[src/teq_pkg.sv]
package teq_pkg;

	localparam int COEF_W    = 18;
	localparam int GAIN_W    = 20;
	localparam int CFG_W     = 20;
	localparam int CFG_IDX_W = 3;
	localparam int NUM_POLES = 4;
	localparam int POLE_IDX_W = 2;
	localparam int DLY_DEPTH = 3;
	localparam int PC_W      = 5;
	localparam int MUL_B_W   = GAIN_W + 1;

	localparam logic [CFG_IDX_W-1:0] REG_LOW_COEF  = 3'd0;
	localparam logic [CFG_IDX_W-1:0] REG_HIGH_COEF = 3'd1;
	localparam logic [CFG_IDX_W-1:0] REG_LOW_GAIN  = 3'd2;
	localparam logic [CFG_IDX_W-1:0] REG_MID_GAIN  = 3'd3;
	localparam logic [CFG_IDX_W-1:0] REG_HIGH_GAIN = 3'd4;

	localparam logic [COEF_W-1:0] LOW_COEF_RST  = 18'd7545;
	localparam logic [COEF_W-1:0] HIGH_COEF_RST = 18'd42131;
	localparam logic [GAIN_W-1:0] GAIN_RST      = 20'd65536;

	typedef logic [PC_W-1:0] pc_t;
	typedef logic [POLE_IDX_W-1:0] pidx_t;

	localparam pc_t PC_START = 5'd0;

	typedef enum logic [1:0] {
		SEQ_NEXT,
		SEQ_IN,
		SEQ_OUT,
		SEQ_JUMP
	} seq_op_t;

	typedef enum logic [1:0] {
		CAS_NOP,
		CAS_DIFF,
		CAS_UPD
	} cas_op_t;

	typedef enum logic [1:0] {
		MSRC_NONE,
		MSRC_DL,
		MSRC_DH,
		MSRC_CL
	} mul_src_t;

	typedef enum logic [2:0] {
		MCOEF_LOW,
		MCOEF_HIGH,
		MGAIN_LOW,
		MGAIN_MID,
		MGAIN_HIGH
	} mul_coef_t;

	typedef enum logic [1:0] {
		ACC_NOP,
		ACC_LOAD,
		ACC_ADD,
		ACC_OUT
	} acc_op_t;

	typedef struct packed {
		seq_op_t   seq;
		pc_t       tgt;
		cas_op_t   l_op;
		pidx_t     l_idx;
		cas_op_t   h_op;
		pidx_t     h_idx;
		mul_src_t  mul_src;
		mul_coef_t mul_coef;
		logic      band;
		acc_op_t   acc;
	} ctl_t;

	typedef struct packed {
		logic [COEF_W-1:0] low_coef;
		logic [COEF_W-1:0] high_coef;
		logic [GAIN_W-1:0] low_gain;
		logic [GAIN_W-1:0] mid_gain;
		logic [GAIN_W-1:0] high_gain;
	} cfg_t;

	function automatic ctl_t cw(input seq_op_t seq, input pc_t tgt,
			input cas_op_t l_op, input pidx_t l_idx,
			input cas_op_t h_op, input pidx_t h_idx,
			input mul_src_t mul_src, input mul_coef_t mul_coef,
			input logic band, input acc_op_t acc);
		ctl_t c;
		c.seq      = seq;
		c.tgt      = tgt;
		c.l_op     = l_op;
		c.l_idx    = l_idx;
		c.h_op     = h_op;
		c.h_idx    = h_idx;
		c.mul_src  = mul_src;
		c.mul_coef = mul_coef;
		c.band     = band;
		c.acc      = acc;
		return c;
	endfunction

	// Cascades interleaved on one multiplier: diff, multiply, update per stage.
	function automatic ctl_t prog_rom(input pc_t a);
		ctl_t c;
		case (a)
			5'd0: c = cw(SEQ_IN, PC_START, CAS_DIFF, 2'd0, CAS_DIFF, 2'd0,
				MSRC_NONE, MCOEF_LOW, 1'b0, ACC_NOP);
			5'd1: c = cw(SEQ_NEXT, PC_START, CAS_NOP, 2'd0, CAS_NOP, 2'd0,
				MSRC_DL, MCOEF_LOW, 1'b0, ACC_NOP);
			5'd2: c = cw(SEQ_NEXT, PC_START, CAS_UPD, 2'd0, CAS_NOP, 2'd0,
				MSRC_DH, MCOEF_HIGH, 1'b0, ACC_NOP);
			5'd3: c = cw(SEQ_NEXT, PC_START, CAS_DIFF, 2'd1, CAS_UPD, 2'd0,
				MSRC_NONE, MCOEF_LOW, 1'b0, ACC_NOP);
			5'd4: c = cw(SEQ_NEXT, PC_START, CAS_NOP, 2'd1, CAS_DIFF, 2'd1,
				MSRC_DL, MCOEF_LOW, 1'b0, ACC_NOP);
			5'd5: c = cw(SEQ_NEXT, PC_START, CAS_UPD, 2'd1, CAS_NOP, 2'd1,
				MSRC_DH, MCOEF_HIGH, 1'b0, ACC_NOP);
			5'd6: c = cw(SEQ_NEXT, PC_START, CAS_DIFF, 2'd2, CAS_UPD, 2'd1,
				MSRC_NONE, MCOEF_LOW, 1'b0, ACC_NOP);
			5'd7: c = cw(SEQ_NEXT, PC_START, CAS_NOP, 2'd2, CAS_DIFF, 2'd2,
				MSRC_DL, MCOEF_LOW, 1'b0, ACC_NOP);
			5'd8: c = cw(SEQ_NEXT, PC_START, CAS_UPD, 2'd2, CAS_NOP, 2'd2,
				MSRC_DH, MCOEF_HIGH, 1'b0, ACC_NOP);
			5'd9: c = cw(SEQ_NEXT, PC_START, CAS_DIFF, 2'd3, CAS_UPD, 2'd2,
				MSRC_NONE, MCOEF_LOW, 1'b0, ACC_NOP);
			5'd10: c = cw(SEQ_NEXT, PC_START, CAS_NOP, 2'd3, CAS_DIFF, 2'd3,
				MSRC_DL, MCOEF_LOW, 1'b0, ACC_NOP);
			5'd11: c = cw(SEQ_NEXT, PC_START, CAS_UPD, 2'd3, CAS_NOP, 2'd3,
				MSRC_DH, MCOEF_HIGH, 1'b0, ACC_NOP);
			5'd12: c = cw(SEQ_NEXT, PC_START, CAS_NOP, 2'd0, CAS_UPD, 2'd3,
				MSRC_CL, MGAIN_LOW, 1'b0, ACC_NOP);
			5'd13: c = cw(SEQ_NEXT, PC_START, CAS_NOP, 2'd0, CAS_NOP, 2'd0,
				MSRC_NONE, MCOEF_LOW, 1'b1, ACC_LOAD);
			5'd14: c = cw(SEQ_NEXT, PC_START, CAS_NOP, 2'd0, CAS_NOP, 2'd0,
				MSRC_DL, MGAIN_MID, 1'b0, ACC_NOP);
			5'd15: c = cw(SEQ_NEXT, PC_START, CAS_NOP, 2'd0, CAS_NOP, 2'd0,
				MSRC_DH, MGAIN_HIGH, 1'b0, ACC_ADD);
			5'd16: c = cw(SEQ_OUT, PC_START, CAS_NOP, 2'd0, CAS_NOP, 2'd0,
				MSRC_NONE, MCOEF_LOW, 1'b0, ACC_OUT);
			default: c = cw(SEQ_JUMP, PC_START, CAS_NOP, 2'd0, CAS_NOP, 2'd0,
				MSRC_NONE, MCOEF_LOW, 1'b0, ACC_NOP);
		endcase
		return c;
	endfunction

endpackage

[src/teq_seq.sv]
module teq_seq (
	input  logic            clk,
	input  logic            arst_n,
	input  logic            in_valid,
	input  logic            out_free,
	output teq_pkg::ctl_t   ctl,
	output logic            in_ready
);

	teq_pkg::pc_t pc_q;
	teq_pkg::pc_t pc_d;

	always_comb begin
		ctl      = teq_pkg::prog_rom(pc_q);
		in_ready = (ctl.seq == teq_pkg::SEQ_IN);
	end

	always_comb begin
		case (ctl.seq)
			teq_pkg::SEQ_NEXT: pc_d = teq_pkg::pc_t'(pc_q + 1'b1);
			teq_pkg::SEQ_IN:   pc_d = in_valid ? teq_pkg::pc_t'(pc_q + 1'b1) : pc_q;
			teq_pkg::SEQ_OUT:  pc_d = out_free ? ctl.tgt : pc_q;
			teq_pkg::SEQ_JUMP: pc_d = ctl.tgt;
			default:           pc_d = teq_pkg::PC_START;
		endcase
	end

	always_ff @(posedge clk or negedge arst_n) begin
		if (!arst_n) begin
			pc_q <= teq_pkg::PC_START;
		end else begin
			pc_q <= pc_d;
		end
	end

endmodule

[config.mk]
export PLATFORM = sky130hd
export DESIGN_NAME = teq_seq
export DESIGN_NICKNAME = d
export VERILOG_FILES = /design/src/teq_pkg.sv /design/src/teq_seq.sv
export SDC_FILE = /design/constraint.sdc
export NUM_CORES = 1
export LEC_CHECK = 0
export BUFFER_PORTS_ARGS = -buffer_cell sky130_fd_sc_hd__buf_2
export CORE_MARGIN = 2
export CORE_UTILIZATION = 40
export CTS_CLUSTER_SIZE = 25
export DETAILED_ROUTE_END_ITERATION = 8
export HOLD_SLACK_MARGIN = 0.12
export PLACE_DENSITY = 0.67
export SLEW_MARGIN = 0
export SYNTH_ARGS = -nofsm -noshare
export SYNTH_HDL_FRONTEND = slang
export SYNTH_SLANG_ARGS = --single-unit
[constraint.sdc]
create_clock -name clk -period 1.6 [get_ports clk]
set_input_delay 0.08 -clock clk [delete_from_list [all_inputs] [get_ports clk]]
set_output_delay 0.08 -clock clk [all_outputs]
set_load 0.02 [all_outputs]
==> run_results.csv <==
group,metric,value,unit
run_status,status,"complete, but fails checks",
run_status,failed_checks,"setup timing",
global_route,grt_pass1_wl,3008,um
worst_setup_path,reg2reg_slack,0.03,ns
routing,avgViaCountPerCell,5.053,
global_route,grt_max_degree,18,
clocking,htreeDepth,1,
place,place_congestion,0.7690,
logic_synthesis,ys_seq_elements,5,
worst_setup_path,worstPathRequired,1.52,ns
global_route,gr-usage-all-layers,19.58,%
routing,drt_iter0_markers,6,
timing,maxSlewViolCount,0,
routing,wl_per_cell,13.81,um
timing,hold_viol,0,
worst_setup_path,worstSetupEndpointType,"primary output",
worst_setup_path,start_kind,"flip-flop",
logic_synthesis,syn_area_per_cell,8.642,um^2
routing,ant_nets,0,
routing,drc_errors,0,
timing,setup_ws,-0.1758,ns
clocking,root_buffer,"clkbuf_4",
timing,skew,0.006688,ns
finish,syn2layout_area_growth,65.32,%
clocking,clk_pin_slew,0.05,ns
timing,rsz0062_at_grt,"yes",
routing,finalWirelength,2099,um
logic_synthesis,synth_cells,86,
worst_setup_path,crit_start,"pc_q[1]",
logic_synthesis,synth_seq_area_share,16.84,%
clocking,cts_buffer_depth,2,
finish,top_register,"pc_q",
worst_setup_path,path_class,"flip-flop to primary output",
timing,period_needed,1.776,ns
logic_synthesis,synth_area,743.2,um^2
floorplan,rows,15,
clocking,cts_made_buffers,3,
worst_setup_path,path_max_fanout,4,
run,max-cap-violations,0,
routing,dr.pass1.iters,4,
worst_hold_path,hold_class,"input port to async pin",
floorplan,dieArea,2219,um^2
finish,reg.largest.list,"pc_q: 5 flops",
global_route,grt-ovfl-total,0,
routing,num_vias,768,
global_route,grt_pass1_vias,662,
logic_synthesis,ys_warn_count,0,
global_route,antenna_found_initial,0,
floorplan,core,1745,um^2
clocking,clock_sinks,5,
finish,n_antenna_cell,0,
finish,final_core_util,70.39,%
clocking,clk_latency,0.25,ns
finish,final_cell_area,1229,um^2
place,placed_cell_area,955.9,um^2
clocking,cts_tree,"built",
floorplan,die_h,47.11,um
finish,largest_register_ffs,5,
logic_synthesis,synth_cell_types,33,
place,io_buffers,22,
place,dp_hpwl,1425,um
worst_setup_path,rr_startpoint,"pc_q[1]",
floorplan,io_pins,28,
finish,fin_nets,138,
timing,setup_viol_count_final,14,
finish,layout-drive-gt1-share,59.84,%
worst_setup_path,cp.arrival,1.70,ns
timing,timing.fmax,563.1,MHz
floorplan,die_w,47.11,um
timing,fin_crit_sh,111.0,%
floorplan,start_util,42.58,%
==> stage by stage <==
stage / std cells / setup TNS, ns / setup slack (ns) / hold WS, ns
2_1_floorplan: 90 / -0.1375 / -0.04596 / -0.2156
3_3_place_gp: 140 / 0 / 0.05523 / -0.1030
3_5_place_dp: 140 / 0 / 0.008964 / -0.09487
4_1_cts: 150 / -1.015 / -0.1698 / 0.1669
5_1_grt: 152 / -2.389 / -0.2240 / 0.1891
6_report: 152 / -1.384 / -0.1758 / 0.1695
==> Yosys cell counts (all sizes together) <==
| cell | number | area share [%] |
|---|---|---|
| conb | 1 | 0.50 |
| and3b | 1 | 1.2 |
| o21ai | 2 | 1.3 |
| buf | 12 | 13 |
| nand3 | 3 | 2.0 |
| nor3 | 3 | 2.0 |
| nor2b | 4 | 3.4 |
| mux2i | 3 | 4.0 |
| nor3b | 2 | 3.5 |
| and2 | 2 | 1.7 |
| nand2b | 6 | 5.1 |
| nand2 | 4 | 2.7 |
| and3 | 1 | 1.5 |
| inv | 5 | 2.5 |
| a21oi | 4 | 2.7 |
| a21o | 1 | 1.0 |
| xor2 | 1 | 1.2 |
| mux4 | 1 | 3.5 |
| dfrtp | 5 | 17 |
| a311oi | 2 | 2.4 |
| o32ai | 1 | 1.2 |
| nor2 | 4 | 2.0 |
| a211oi | 6 | 6.1 |
| o31ai | 1 | 1.0 |
| and2b | 3 | 3.0 |
| ha | 6 | 10 |
| nor4b | 1 | 3.2 |
| xnor2 | 1 | 1.2 |
==> what timing repair did <==
action                                  4_1_cts  5_1_grt
endpoints found under the setup margin       14       15
hold buffers                                  2        0
buffers inserted                              4        2
pin swaps                                    13        3
hold endpoints to repair                      7        0
resized for setup                            44        5
==> final timing paths <==
check	to	cells after the start
setup / recovery	ctl[11]	5
hold / removal	pc_q[4]	2
setup reg to reg	pc_q[1]	6
hold reg to reg	pc_q[2]	1
max in group asynchronous	pc_q[0]	2
min in group clk	pc_q[0]	4
==> metal layers <==
metal	part of all wire (%)	up-vias	track usage, %	routed length [um]
met5	0	-	0	0
met4	1.3	0	5.000	27
met3	2.8	4	6.154	58
met2	53	16	34.25	1111
met1	43	377	23.19	901
li1	-	371	-	-
==> worst max-delay path, stage by stage, from the launching register on <==
cell     delay, ns
dfrtp_2       0.46
inv_4         0.08
ha_4          0.17
mux4_2        0.45
nor2b_1       0.14
buf_4         0.15
==> cells by family after synthesis <==
group,after synthesis,share of synthesized area [%]
other,1,0.5046
buffers and inverters,17,15.66
multiplexers,4,7.577
AO/OA/AOI/OAI,17,15.66
AND/OR/NAND/NOR,34,31.31
flip-flops,5,16.84
XOR/XNOR,2,2.357
adder cells (fa/ha/maj),6,10.10
==> placed cells by master (no fill, tap or decap), types with 2 or more instances in the layout <==
cell and count:
ha_4 6, o21ai_0 2, buf_2 10, and2_1 2, buf_4 25, mux2i_1 2, nand2b_1 5, conb_1 5
inv_1 2, buf_6 6, nand3_1 3, dfrtp_1 2, and2b_1 3, nand2_2 2, buf_12 2, clkbuf_4 3
inv_4 2, dfrtp_2 3, nor3_2 2, a211oi_2 5, nor2_1 4, a21oi_1 4, nand2_1 2, nor2b_1 3
dlygate4sd3_1 2
==> final cells by class <==
class / count / area (um^2)
repair buffers: 45 / 365.4
clock buffers: 4 / 26.28
flip-flops and latches: 5 / 128.9
inverters: 5 / 23.77
fillers: 137 / 516.7
multi-input cells: 68 / 653.1
well taps: 25 / 31.28
Power is not shown: default switching activity piles up to over one toggle a cycle in this logic, so the estimate is an artifact.
